$ cat src/sv/ps2s3_pkg.sv
// Shared types and constants of the set 3 keyboard host unit.
// No dependencies.
package ps2s3_pkg;

  // Item kinds
  localparam logic [1:0] KindPoll = 2'd0;
  localparam logic [1:0] KindResp = 2'd1;
  localparam logic [1:0] KindRead = 2'd2;

  // Link phase codes
  localparam logic [2:0] PhaseReset  = 3'd0;
  localparam logic [2:0] PhaseReply  = 3'd1;
  localparam logic [2:0] PhaseId0    = 3'd2;
  localparam logic [2:0] PhaseId1    = 3'd3;
  localparam logic [2:0] PhaseConfig = 3'd4;
  localparam logic [2:0] PhaseReady  = 3'd5;
  localparam logic [2:0] PhaseBreak  = 3'd6;

  // Command and response bytes
  localparam logic [7:0] CmdReset  = 8'hFF;
  localparam logic [7:0] CmdSetAll = 8'hF8;
  localparam logic [7:0] RspAck    = 8'hFA;
  localparam logic [7:0] RspBatOk  = 8'hAA;
  localparam logic [7:0] CodeBreak = 8'hF0;
  localparam logic [7:0] CodeLimit = 8'h88;

  // Key bitmap update request from the link sequencer
  typedef struct packed {
    logic       wr;
    logic       set;
    logic [7:0] code;
  } key_cmd_t;

endpackage

$ cat src/sv/ps2s3_in_stage.sv
// Input register of the keyboard host unit: one transaction deep.
// Depends on nothing but the shared handshake convention.
module ps2s3_in_stage (
  input  logic       clk_i,
  input  logic       rst_ni,
  input  logic       in_valid_i,
  output logic       in_ready_o,
  input  logic [1:0] kind_i,
  input  logic [7:0] rx_byte_i,
  input  logic [4:0] row_index_i,
  input  logic       advance_i,
  output logic       valid_o,
  output logic [1:0] kind_o,
  output logic [7:0] rx_byte_o,
  output logic [4:0] row_index_o
);

  logic       valid_q;
  logic [1:0] kind_q;
  logic [7:0] rx_byte_q;
  logic [4:0] row_index_q;

  // Take a new transaction whenever the held one leaves or the stage is empty
  assign in_ready_o = !valid_q || advance_i;

  always_ff @(posedge clk_i or negedge rst_ni) begin
    if (!rst_ni) begin
      valid_q <= 1'b0;
    end else if (in_ready_o) begin
      valid_q <= in_valid_i;
    end
  end

  // Capture payload on acceptance
  always_ff @(posedge clk_i) begin
    if (in_valid_i && in_ready_o) begin
      kind_q      <= kind_i;
      rx_byte_q   <= rx_byte_i;
      row_index_q <= row_index_i;
    end
  end

  assign valid_o     = valid_q;
  assign kind_o      = kind_q;
  assign rx_byte_o   = rx_byte_q;
  assign row_index_o = row_index_q;

endmodule

$ cat src/sv/ps2s3_link_fsm.sv
// Link bring-up and key tracking sequencer of the keyboard host unit.
// Depends on ps2s3_pkg for kinds, phase codes, bytes and key_cmd_t.
module ps2s3_link_fsm (
  input  logic                clk_i,
  input  logic                rst_ni,
  input  logic                step_i,
  input  logic [1:0]          kind_i,
  input  logic [7:0]          rx_byte_i,
  output logic [2:0]          phase_o,
  output logic                send_valid_o,
  output logic [7:0]          send_byte_o,
  output logic                bad_code_o,
  output ps2s3_pkg::key_cmd_t key_cmd_o
);

  typedef enum logic [2:0] {
    StReset  = ps2s3_pkg::PhaseReset,
    StReply  = ps2s3_pkg::PhaseReply,
    StId0    = ps2s3_pkg::PhaseId0,
    StId1    = ps2s3_pkg::PhaseId1,
    StConfig = ps2s3_pkg::PhaseConfig,
    StReady  = ps2s3_pkg::PhaseReady,
    StBreak  = ps2s3_pkg::PhaseBreak
  } state_e;

  state_e state_q, state_d;
  logic   nonzero;
  logic   is_key;

  assign nonzero = (rx_byte_i != 8'h00);
  assign is_key  = (rx_byte_i < ps2s3_pkg::CodeLimit);

  // Next phase and per-item outputs
  always_comb begin
    state_d        = state_q;
    send_valid_o   = 1'b0;
    send_byte_o    = 8'h00;
    bad_code_o     = 1'b0;
    key_cmd_o.wr   = 1'b0;
    key_cmd_o.set  = 1'b0;
    key_cmd_o.code = rx_byte_i;
    unique case (kind_i)
      ps2s3_pkg::KindPoll: begin
        unique case (state_q)
          StReset: begin
            send_valid_o = 1'b1;
            send_byte_o  = ps2s3_pkg::CmdReset;
          end
          StReply: begin
            if (rx_byte_i == ps2s3_pkg::RspBatOk) begin
              state_d = StId0;
            end else if (nonzero) begin
              state_d = StReset;
            end
          end
          StId0: begin
            if (nonzero) state_d = StId1;
          end
          StId1: begin
            if (nonzero) state_d = StConfig;
          end
          StConfig: begin
            send_valid_o = 1'b1;
            send_byte_o  = ps2s3_pkg::CmdSetAll;
          end
          StReady: begin
            if (rx_byte_i == ps2s3_pkg::CodeBreak) begin
              state_d = StBreak;
            end else if (nonzero) begin
              key_cmd_o.wr  = is_key;
              key_cmd_o.set = 1'b1;
              bad_code_o    = !is_key;
            end
          end
          StBreak: begin
            if (nonzero) begin
              key_cmd_o.wr = is_key;
              bad_code_o   = !is_key;
              state_d      = StReady;
            end
          end
          default: state_d = StReset;
        endcase
      end
      ps2s3_pkg::KindResp: begin
        if (rx_byte_i == ps2s3_pkg::RspAck) begin
          if (state_q == StReset) begin
            state_d = StReply;
          end else if (state_q == StConfig) begin
            state_d = StReady;
          end
        end
      end
      default: ;
    endcase
  end

  // Advance the phase once per processed transaction
  always_ff @(posedge clk_i or negedge rst_ni) begin
    if (!rst_ni) begin
      state_q <= StReset;
    end else if (step_i) begin
      state_q <= state_d;
    end
  end

  assign phase_o = state_d;

endmodule

$ cat src/sv/ps2s3_key_map.sv
// Key bitmap of the keyboard host unit: ROWS rows of eight key bits.
// Depends on ps2s3_pkg for key_cmd_t.
module ps2s3_key_map #(
  parameter int ROWS = 17
) (
  input  logic                clk_i,
  input  logic                rst_ni,
  input  logic                step_i,
  input  ps2s3_pkg::key_cmd_t key_cmd_i,
  input  logic [4:0]          rd_index_i,
  output logic [7:0]          rd_data_o
);

  localparam int         RowW    = (ROWS > 1) ? $clog2(ROWS) : 1;
  localparam logic [5:0] RowsLim = 6'(ROWS);

  logic [7:0] rows_q [ROWS];
  logic [4:0] wr_row;
  logic       wr_hit;
  logic       rd_hit;
  logic [7:0] wr_mask;

  // Code splits into row (upper bits) and column (low three bits)
  assign wr_row  = key_cmd_i.code[7:3];
  assign wr_mask = 8'h01 << key_cmd_i.code[2:0];
  assign wr_hit  = step_i && key_cmd_i.wr && ({1'b0, wr_row} < RowsLim);
  assign rd_hit  = ({1'b0, rd_index_i} < RowsLim);

  // Set or clear one key bit; drop codes beyond the last row
  always_ff @(posedge clk_i or negedge rst_ni) begin
    if (!rst_ni) begin
      for (int r = 0; r < ROWS; r++) begin
        rows_q[r] <= 8'h00;
      end
    end else if (wr_hit) begin
      if (key_cmd_i.set) begin
        rows_q[wr_row[RowW-1:0]] <= rows_q[wr_row[RowW-1:0]] | wr_mask;
      end else begin
        rows_q[wr_row[RowW-1:0]] <= rows_q[wr_row[RowW-1:0]] & ~wr_mask;
      end
    end
  end

  // Out-of-range rows read zero
  assign rd_data_o = rd_hit ? rows_q[rd_index_i[RowW-1:0]] : 8'h00;

endmodule

$ cat src/sv/ps2_set3_key_matrix_host_unit.sv
// Top level of the set 3 keyboard host unit: input register, sequencer,
// key bitmap and result register. Depends on ps2s3_pkg and the submodules.
//
//   channel | direction | handshake               | fields
//   --------+-----------+-------------------------+----------------------------------
//   in      | input     | in_valid_i / in_ready_o | kind, rx_byte, row_index
//   out     | output    | out_valid_o/out_ready_i | send_valid, send_byte, row_bits,
//           |           |                         | link_phase, bad_code
//
// Throughput: one transaction per cycle while out_ready_i stays high. A transaction
// passes the input register and the result register around the single-pass sequencer logic.
// Reset clears the link phase, the key bitmap and both valid flags at once.
// With out_ready_i low the result holds; one more transaction waits in the
// input register, and then in_ready_o drops.
module ps2_set3_key_matrix_host_unit #(
  parameter int ROWS = 17
) (
  input  logic       clk_i,
  input  logic       rst_ni,
  input  logic       in_valid_i,
  output logic       in_ready_o,
  input  logic [1:0] kind_i,
  input  logic [7:0] rx_byte_i,
  input  logic [4:0] row_index_i,
  output logic       out_valid_o,
  input  logic       out_ready_i,
  output logic       send_valid_o,
  output logic [7:0] send_byte_o,
  output logic [7:0] row_bits_o,
  output logic [2:0] link_phase_o,
  output logic       bad_code_o
);

  logic                valid_s;
  logic [1:0]          kind_s;
  logic [7:0]          byte_s;
  logic [4:0]          index_s;
  logic                advance;
  logic [2:0]          phase_d;
  logic                send_valid_d;
  logic [7:0]          send_byte_d;
  logic                bad_d;
  ps2s3_pkg::key_cmd_t key_cmd;
  logic [7:0]          rd_data;
  logic [7:0]          row_bits_d;

  logic                out_valid_q;
  logic                send_valid_q;
  logic [7:0]          send_byte_q;
  logic [7:0]          row_bits_q;
  logic [2:0]          link_phase_q;
  logic                bad_code_q;

  // Move the held transaction into the result register when there is room
  assign advance = valid_s && (!out_valid_q || out_ready_i);

  ps2s3_in_stage u_in_stage (
    .clk_i       (clk_i),
    .rst_ni      (rst_ni),
    .in_valid_i  (in_valid_i),
    .in_ready_o  (in_ready_o),
    .kind_i      (kind_i),
    .rx_byte_i   (rx_byte_i),
    .row_index_i (row_index_i),
    .advance_i   (advance),
    .valid_o     (valid_s),
    .kind_o      (kind_s),
    .rx_byte_o   (byte_s),
    .row_index_o (index_s)
  );

  ps2s3_link_fsm u_link_fsm (
    .clk_i        (clk_i),
    .rst_ni       (rst_ni),
    .step_i       (advance),
    .kind_i       (kind_s),
    .rx_byte_i    (byte_s),
    .phase_o      (phase_d),
    .send_valid_o (send_valid_d),
    .send_byte_o  (send_byte_d),
    .bad_code_o   (bad_d),
    .key_cmd_o    (key_cmd)
  );

  ps2s3_key_map #(
    .ROWS (ROWS)
  ) u_key_map (
    .clk_i      (clk_i),
    .rst_ni     (rst_ni),
    .step_i     (advance),
    .key_cmd_i  (key_cmd),
    .rd_index_i (index_s),
    .rd_data_o  (rd_data)
  );

  // Row data only goes out for row reads
  assign row_bits_d = (kind_s == ps2s3_pkg::KindRead) ? rd_data : 8'h00;

  always_ff @(posedge clk_i or negedge rst_ni) begin
    if (!rst_ni) begin
      out_valid_q <= 1'b0;
    end else if (advance) begin
      out_valid_q <= 1'b1;
    end else if (out_ready_i) begin
      out_valid_q <= 1'b0;
    end
  end

  // Load the result payload
  always_ff @(posedge clk_i) begin
    if (advance) begin
      send_valid_q <= send_valid_d;
      send_byte_q  <= send_byte_d;
      row_bits_q   <= row_bits_d;
      link_phase_q <= phase_d;
      bad_code_q   <= bad_d;
    end
  end

  assign out_valid_o  = out_valid_q;
  assign send_valid_o = send_valid_q;
  assign send_byte_o  = send_byte_q;
  assign row_bits_o   = row_bits_q;
  assign link_phase_o = link_phase_q;
  assign bad_code_o   = bad_code_q;

endmodule

$ cat config.mk
export PLATFORM = sky130hd
export DESIGN_NAME = ps2_set3_key_matrix_host_unit
export DESIGN_NICKNAME = d
export VERILOG_FILES = /design/src/sv/ps2s3_pkg.sv /design/src/sv/ps2s3_in_stage.sv /design/src/sv/ps2s3_link_fsm.sv /design/src/sv/ps2s3_key_map.sv /design/src/sv/ps2_set3_key_matrix_host_unit.sv
export SDC_FILE = /design/constraint.sdc
export NUM_CORES = 1
export LEC_CHECK = 0
export ABC_AREA = 1
export BUFFER_PORTS_ARGS = -buffer_cell sky130_fd_sc_hd__buf_2
export CAP_MARGIN = 20
export CORE_UTILIZATION = 23
export DETAILED_ROUTE_END_ITERATION = 8
export REMOVE_ABC_BUFFERS = 1
export SKIP_LAST_GASP = 1
export SLEW_MARGIN = 20
export SYNTH_ARGS = -nofsm -noshare
export SYNTH_HDL_FRONTEND = slang
export SYNTH_SLANG_ARGS = --single-unit
$ cat constraint.sdc
create_clock -name clk_i -period 3.5 [get_ports clk_i]
set_input_delay 0.35 -clock clk_i [delete_from_list [all_inputs] [get_ports clk_i]]
set_output_delay 0.35 -clock clk_i [all_outputs]
set_load 0.01 [all_outputs]
==> impl_summary.md, run 1 <==
Timing
The number of setup violations in the final report is 0. The pin slew with the least headroom to its limit is 0.845 ns. The final number of max-transition violations is 0. The fmax is 0.358 GHz.

Across the routed clock network, the largest skew measured is 0.0180 ns. The total count of hold-check failures in the final report is 0. Of the available clock period, the critical path in the final layout requires 0.799. The normalized max-slew margin is 0.437.

Setup repair after global routing left no endpoint under its margin. The tightest hold path in the finished design has a slack of 0.0841 ns. The smallest clock period supported by the final layout is computed as 2.80 ns.

Global routing
The largest net degree at the start of global routing is 74. The first global-routing pass estimated 53,300 um of wire. For this run, the total global-route usage over all layers was measured as 0.146. For this run the aggregate overflow at the end of global routing stands at 0. The initial antenna violation count was 1.

The number of global-route vias before repair was 9,457.

Placement
Port buffering added 41 buffers. The instance count after placement with tap cells included is 2,113. At the end of routability-driven placement, the weighted congestion stood at 0.910. The area of placed instances is 0.0111 mm2.

After legalization and detailed placement, the total HPWL measured 22,400 um.

Min path
For hold timing, the worst endpoint is u_in_stage.rx_byte_o[3]. The worst min-delay path startpoint is rx_byte_i[3]. The worst hold path stage count is 1. The path class of the lowest-slack min-delay path is primary input to flip-flop.

Die
The height of the die is 214 um. After floorplanning, the core was divided into 77 placement rows. For this configuration, the core starts out at a cell density of 0.234.

The total die area is 0.0459 mm2. The number of ports placed on the die boundary is 42. The die is 214 um wide. The floorplan step defined a core boundary enclosing 0.0443 mm2.

Synth
The register bit count reported by yosys is 171. The mean area per synthesized cell is 6.78 um2. Yosys printed 0 warnings.

In the synthesized netlist the dominant register cell turns out to be dfrtp_1. The synthesized cell area is 0.0104 mm2. In this run, synthesis inferred 30 flip-flops with an integrated enable.

In the synthesized netlist, the number of instances is 1,528. The count of cell types in the netlist is 34. The sequential-to-total area share from yosys stat is 0.427. The async set-or-reset flop fraction in the synthesized netlist is 0.825.

Layout
The count of nets after finishing is 1,560. The signed area change from the synthesized netlist to the final layout is 12.7%. The fraction of final layout cells sized beyond drive strength 1 is 0.104. 0 antenna diodes ended up in the layout. The final instance count without filler cells is 2,146. With fillers left out, the area of the finished cells amounts to 0.0117 mm2.

Clock network
The clock edge transition at the registers on the reported setup and hold paths is 0.07 ns. The later pin in the worst-skew pair is clocked with a latency of 0.45 ns. The post-cts resize count is 0. The root buffer selected by CTS is clkbuf_16.

TritonCTS built the clock tree. The total clock sinks is 171. The number of setup buffers added after CTS is 0.

Buffers inserted to repair hold after CTS numbered 1. The maximum clock insertion buffer count is 2. The maximum level of the CTS H-tree is 4.

The clock buffer count from CTS is 17.

Setup path
For this design, the slowest cell found on the critical path is edfxtp_1. The reg-to-reg critical path endpoint is u_key_map.rows_q[122]. The setup slack of the worst register-to-register path is 0.70 ns. The kind of cell with the highest combined delay along the critical path is simple AND/OR/NAND/NOR gates. In this run the worst path has a maximum fanout of 28. The critical path contains buffers and inverters numbering 2 combined. By instance count, the cell type seen most on the critical path is nand2_1. The critical path goes through inv_6 -> nand2_4 -> nor2_2 -> nand2_1 -> nand2_1 -> inv_1 -> nand2_1 -> nor2_1 -> nor2_4 -> nand2_1 -> nand2_1.

The worst setup path is launched from a flip-flop. STA classifies the critical path endpoint as a flip-flop. The kind of critical path is flip-flop to flip-flop.

The launch point of the worst reg-to-reg path is u_in_stage.rx_byte_o[4]. The largest single stage delay on the critical path is 0.63 ns. STA puts the critical path data required time at 3.87 ns. The count of cells along the worst register-to-register path is 11. The arrival time reported for the critical path endpoint is 3.17 ns.

Run status
The flow ran to the end, and the final reports show no timing, DRC or antenna violations.

Routing
Once detail routing completed, the nets flagged for antenna violations numbered 0. The DRC violations left is 0. The detailed router placed 9,695 vias in this run. In this run, the number of DRC markers left after iteration 0 of detailed routing was 1,077. Dividing the detail-routed via count by the number of cells gives 4.52. The total wire length after detailed routing is 33,300 um.

The number of detailed-routing iterations run before antenna repair is 5. After detailed routing, the average wire length per cell comes to 15.5 um.

Power
The peak supply drop is 0.345 mV. The standby leakage power is 6.09 nW. The total power consumption of the routed design is 4.60 mW.

In this run the power density over the cells is 394 mW/mm2.

Flow run
The max-capacitance violation count is 0.
[power breakdown]
| group | switching (mW) | leakage (nW) | internal (mW) |
|---|---|---|---|
| Clock | 0.884 | 0.294 | 1.09 |
| Combinational | 0.391 | 3.54 | 0.114 |
| Sequential | 0.0453 | 2.26 | 2.08 |
| Total | 1.32 | 6.09 | 3.28 |
[routing by layer]
layer,vias to the layer above,GRT usage,share of wire
li1,4696,-,-
met1,4613,0.197,0.45
met2,335,0.239,0.47
met3,49,0.0167,0.059
met4,2,0.0512,0.025
met5,-,0,0.00033
[cell type report]
| type | instances | area (um2) |
|---|---|---|
| fill | 4923 | 32600 |
| multi-input combinational | 1209 | 5210 |
| sequential | 171 | 4430 |
| tap | 592 | 741 |
| clock buffer | 18 | 439 |
| timing repair buffer | 63 | 392 |
| inverter | 79 | 302 |
| clock inverter | 14 | 159 |
[worst register-to-register path, delay by kind of cell, from the launching register on]
| family | cells | cell delay, ns |
|---|---|---|
| DFF | 1 | 0.63 |
| buffers and inverters | 2 | 0.41 |
| and+or+nand+nor | 9 | 1.71 |
[cell usage in the layout, fill, tap and decap left out, types with 2 or more instances in the layout]
cell type    n
a21oi_1      8
buf_2       40
buf_4       20
bufinv_16    2
clkbuf_16   17
clkinv_1     3
clkinv_2     2
clkinv_4     4
dfrtp_1    141
edfxtp_1    30
inv_1       65
inv_2       10
inv_6        5
nand2_1    918
nand2_2      6
nand2_4      3
nand3_1     60
nand3_2      2
nand3_4      3
nand4_4     10
nor2_1     110
nor2_2       3
nor2_4      24
nor3_1       2
nor3_2       2
o211ai_1     4
o21ai_0     47
[synthesized netlist by cell type, types with 3 or more instances]
master	number	area, um2
nand2_1	918	3450
dfrtp_1	141	3530
nor2_1	110	413
inv_1	65	244
nand3_1	60	300
o21ai_0	47	235
edfxtp_1	30	901
nor2_4	24	270
clkbuf_1	22	82.6
buf_2	21	105
buf_4	12	90.1
buf_6	11	124
inv_2	10	37.5
nand4_4	10	213
a21oi_1	8	40.0
nand2_2	6	37.5
o211ai_1	4	30.0
clkinv_1	3	11.3
nand2_4	3	33.8
nand3_4	3	52.6
nor2_2	3	18.8
nor3_1	3	15.0
[flip-flops by register name, summed over array words and instances (netlist names)]
signal and flops:
link_phase_o 3, send_valid_o 1, u_in_stage.rx_byte_o 8, u_link_fsm.state_q 3, u_in_stage.kind_o 2, out_valid_o 1
bad_code_o 1, row_bits_o 8, u_key_map.rows_q 136, u_in_stage.valid_o 1, u_in_stage.row_index_o 5, send_byte_o 2
[kinds of logic (layout without fill, tap and decap cells)]
family | after synthesis | count (layout) | share of synthesized area
buffers and inverters | 148 | 174 | 0.0700
AO/OA/AOI/OAI | 62 | 62 | 0.0315
flip-flops | 171 | 171 | 0.427
AND/OR/NAND/NOR | 1147 | 1147 | 0.471
[worst max-delay path by stage]
stage / startpoint / endpoint / cells past startpoint
final: u_in_stage.rx_byte_o[4] / u_key_map.rows_q[122] / 11
after global routing: u_in_stage.rx_byte_o[4] / u_key_map.rows_q[122] / 11
after CTS: u_in_stage.rx_byte_o[4] / u_key_map.rows_q[10] / 11
after detailed placement: u_in_stage.rx_byte_o[4] / u_key_map.rows_q[10] / 11
after global placement: u_in_stage.rx_byte_o[4] / u_key_map.rows_q[10] / 11
after floorplan: u_in_stage.row_index_o[0] / row_bits_o[2] / 7
[metrics by stage]
step	setup slack, ns	util	TNS (ns)
global placement	0.760	0.250	0
detailed placement	0.716	0.250	0
floorplan	-0.143	-	-0.647
finish	0.705	0.263	0
CTS	0.702	0.263	0
global route	0.478	0.263	0
Note: power is estimated with default switching activity, not from simulation.
==> run 2: changes to the inputs <==
- clock period: 3.5 -> 2.86 ns (I/O delays scaled with it)
==> run 2 against run 1 <==
Compared with the run above: final area grew 2.1%; die area unchanged; largest power group unchanged; non-clock buffer count grew 20; global-route usage rose by 0.92 points; highest routed layer unchanged.
==> impl_summary.md, run 2 (synthesized netlist as in run 1, its figures left out) <==
Run status
Result of the run: complete, no violations (unchanged).

Clock network
The count of hold-fix buffers inserted at cts was 3 (was 1). The total clock sinks is 171 (unchanged). The insertion delay to the later sink of the worst-skew pair is 0.45 ns (about the same). The root buffer selected by CTS is clkbuf_16 (unchanged). The TritonCTS clock tree was done (unchanged).

The clock edge transition at the registers on the reported setup and hold paths is 0.07 ns (about the same). The maximum level of the CTS H-tree is 4 (unchanged). The clock buffer count from CTS was 17 (unchanged). The post-cts resize count is 0 (unchanged). The maximum clock insertion buffer count came to 2 (unchanged). The number of setup buffers added after CTS came to 0 (unchanged).

Setup path
The setup slack of the worst register-to-register path was 0.33 ns (was 0.70 ns). The startpoint class of the critical path is a flip-flop (unchanged). The critical path startpoint is u_in_stage.rx_byte_o[3] (was u_in_stage.rx_byte_o[4]). The count of cells along the worst register-to-register path was 12 (was 11). The largest fanout on the critical path is 23 (was 28).

The launch point of the worst reg-to-reg path is u_in_stage.rx_byte_o[3] (was u_in_stage.rx_byte_o[4]). The arrival time reported for the critical path endpoint came to 2.91 ns (was 3.17 ns). The kind of critical path was flip-flop to flip-flop (unchanged). The reg-to-reg critical path endpoint is u_key_map.rows_q[8] (was u_key_map.rows_q[122]).

The sort of element at the end of the critical path is a flip-flop (unchanged). The required time at the worst-slack endpoint came to 3.24 ns (was 3.87 ns).

Routing
The average vias per placed instance is 4.59 (was 4.52). The routed length per instance is 16.0 um (was 15.5 um). The total vias in the final route came to 9,933 (was 9,695). The total wire length after detailed routing is 34,700 um (was 33,300 um).

The number of nets still failing antenna checks after routing came to 0 (unchanged). The DRC violations left is 0 (unchanged). The number of detailed-routing iterations run before antenna repair was 6 (was 5). The iteration-0 DRC count of the detailed router was 1,084 (was 1,077).

Layout
The flip-flop count of the largest register, all copies and words added came to 136 (unchanged). The fraction of final layout cells sized beyond drive strength 1 was 0.112 (was 0.104). The final instance count without filler cells is 2,166 (was 2,146). Most frequent cells in the layout: nand2_1, dfrtp_1, nor2_1, inv_1, nand3_1 (unchanged). The utilization of the core after routing is 0.269 (was 0.263).

The leading cell type in the layout, fill and taps excluded is nand2_1 (unchanged). The count of nets after finishing is 1,580 (was 1,560). The signed area change from the synthesized netlist to the final layout is 15.0% (was 12.7%). The number of inserted diodes is 0 (unchanged). The most flop-heavy register is u_key_map.rows_q (unchanged).

Die
The height of the die is 214 um (unchanged). The total die area came to 0.0459 mm2 (unchanged). The floorplan row count is 77 (unchanged). The placeable core area is 0.0443 mm2 (unchanged). The die width is 214 um (unchanged). The effective utilization at floorplan was 0.234 (unchanged). The number of ports placed on the die boundary is 42 (unchanged).

Global routing
The global route total overflow is 0 (unchanged). The number of global-route vias before repair came to 9,560 (was 9,457). The largest net degree at the start of global routing came to 70 (was 74). The initial antenna violation count came to 1 (unchanged).

The wire length of the first global-routing pass came to 55,500 um (was 53,300 um). The overall global routing resource usage is 0.155 (was 0.146).

Min path
The worst min-delay path startpoint is kind_i[0] (was rx_byte_i[3]). The endpoint of the worst hold-timing path is u_in_stage.kind_o[0] (was u_in_stage.rx_byte_o[3]). The worst hold path stage count is 1 (unchanged).

The path class of the lowest-slack min-delay path is primary input to flip-flop (unchanged).

Flow run
The max-capacitance violation count is 0 (unchanged).

Timing
The minimum clock period after layout is 2.53 ns (was 2.80 ns). The period utilization is 0.884 (was 0.799). The total count of hold-check failures in the final report came to 0 (unchanged). The fmax is 0.395 GHz (was 0.358 GHz). The clock skew is 0.0169 ns (was 0.0180 ns). The final number of max-transition violations is 0 (unchanged). Setup repair after global routing missed its margin: no (unchanged). The number of setup violations in the final report is 0 (unchanged). The pin slew with the least headroom to its limit is 0.680 ns (was 0.845 ns). The normalized max-slew margin is 0.545 (was 0.437).

Power
The standby leakage power is 6.21 nW (was 6.09 nW). The sequential fraction of design power is 0.461 (was 0.462). The peak supply drop is 0.406 mV (was 0.345 mV). The clock network power share was 0.420 (was 0.428).

The internal power is 4.02 mW (was 3.28 mW). The combinational share of power came to 0.119 (was 0.110). The switching portion of total power came to 0.287 (about the same). The net switching power is 1.62 mW (was 1.32 mW).

The total power density per cell area was 474 mW/mm2 (was 394 mW/mm2).

Placement
The half-perimeter wire length after placement is 24,000 um (was 22,400 um). The final weighted congestion in routability-driven placement is 0.907 (was 0.910). The instance count after placement with tap cells included came to 2,131 (was 2,113). The count of input and output buffers was 41 (unchanged).
## run 2: changes by cell type in the layout (fill, tap and decap cells not counted)
cell / delta
buf_12: +9
buf_4: +9
clkbuf_1: +3
clkbuf_8: -1
clkinv_2: -2
clkinv_4: -1
clkinvlp_4: +2
dlygate4sd3_1: +2
inv_4: +2
inv_6: -3
## run 2: per-layer routing
metal,vias up,GRT usage,share of wire
met3,67,0.0311,0.081
met5,-,0,0.00037
met2,434,0.239,0.45
met1,4699,0.213,0.44
met4,2,0.0562,0.028
li1,4731,-,-
## run 2: final cells by class
class	instances	area (um2)
Fill cell	4895	32400
Timing Repair Buffer	83	659
Clock buffer	20	437
Sequential cell	171	4430
Tap cell	592	741
Inverter	79	302
Clock inverter	12	141
Multi-Input combinational cell	1209	5210
## run 2: power groups by stage
stage / combinational (mW) / sequential [mW] / clock (mW)
final: 0.671 / 2.60 / 2.37
after global routing: 0.728 / 2.61 / 2.50
after CTS: 0.670 / 2.60 / 2.40
after detailed placement: 0.665 / 2.65 / 0
after global placement: 0.665 / 2.65 / 0
after floorplan: 0.264 / 2.69 / 0
## run 2: worst max-delay path by stage
| stage | endpoint | slack, ns |
|---|---|---|
| floorplan | row_bits_o[2] | -0.78 |
| global placement | u_key_map.rows_q[88] | 0.40 |
| detailed placement | u_key_map.rows_q[8] | 0.37 |
| CTS | u_key_map.rows_q[8] | 0.35 |
| global route | u_key_map.rows_q[72] | 0.16 |
| finish | u_key_map.rows_q[8] | 0.33 |
## run 2: metrics by stage
stage	setup WS [ns]	power, mW	TNS, ns	hold slack [ns]	instance area [um2]
CTS	0.347	5.67	0	0.00117	11900
finish	0.331	5.65	0	0.0147	11900
floorplan	-0.783	2.96	-57.33	-0.00959	9940
global placement	0.397	3.31	0	0.336	11300
detailed placement	0.370	3.31	0	0.343	11300
global route	0.165	5.83	0	0.00645	11900
## run 2: critical path, cell delays in order, from the launching register on
cell,delay (ns)
edfxtp_1,0.52
buf_4,0.37
buf_4,0.32
nand2_1,0.08
nand2_1,0.07
nand2_1,0.04
nand2_1,0.10
nand2_1,0.07
nand3_1,0.11
nor2_1,0.07
nor2_4,0.48
nand2_1,0.11
nand2_1,0.09
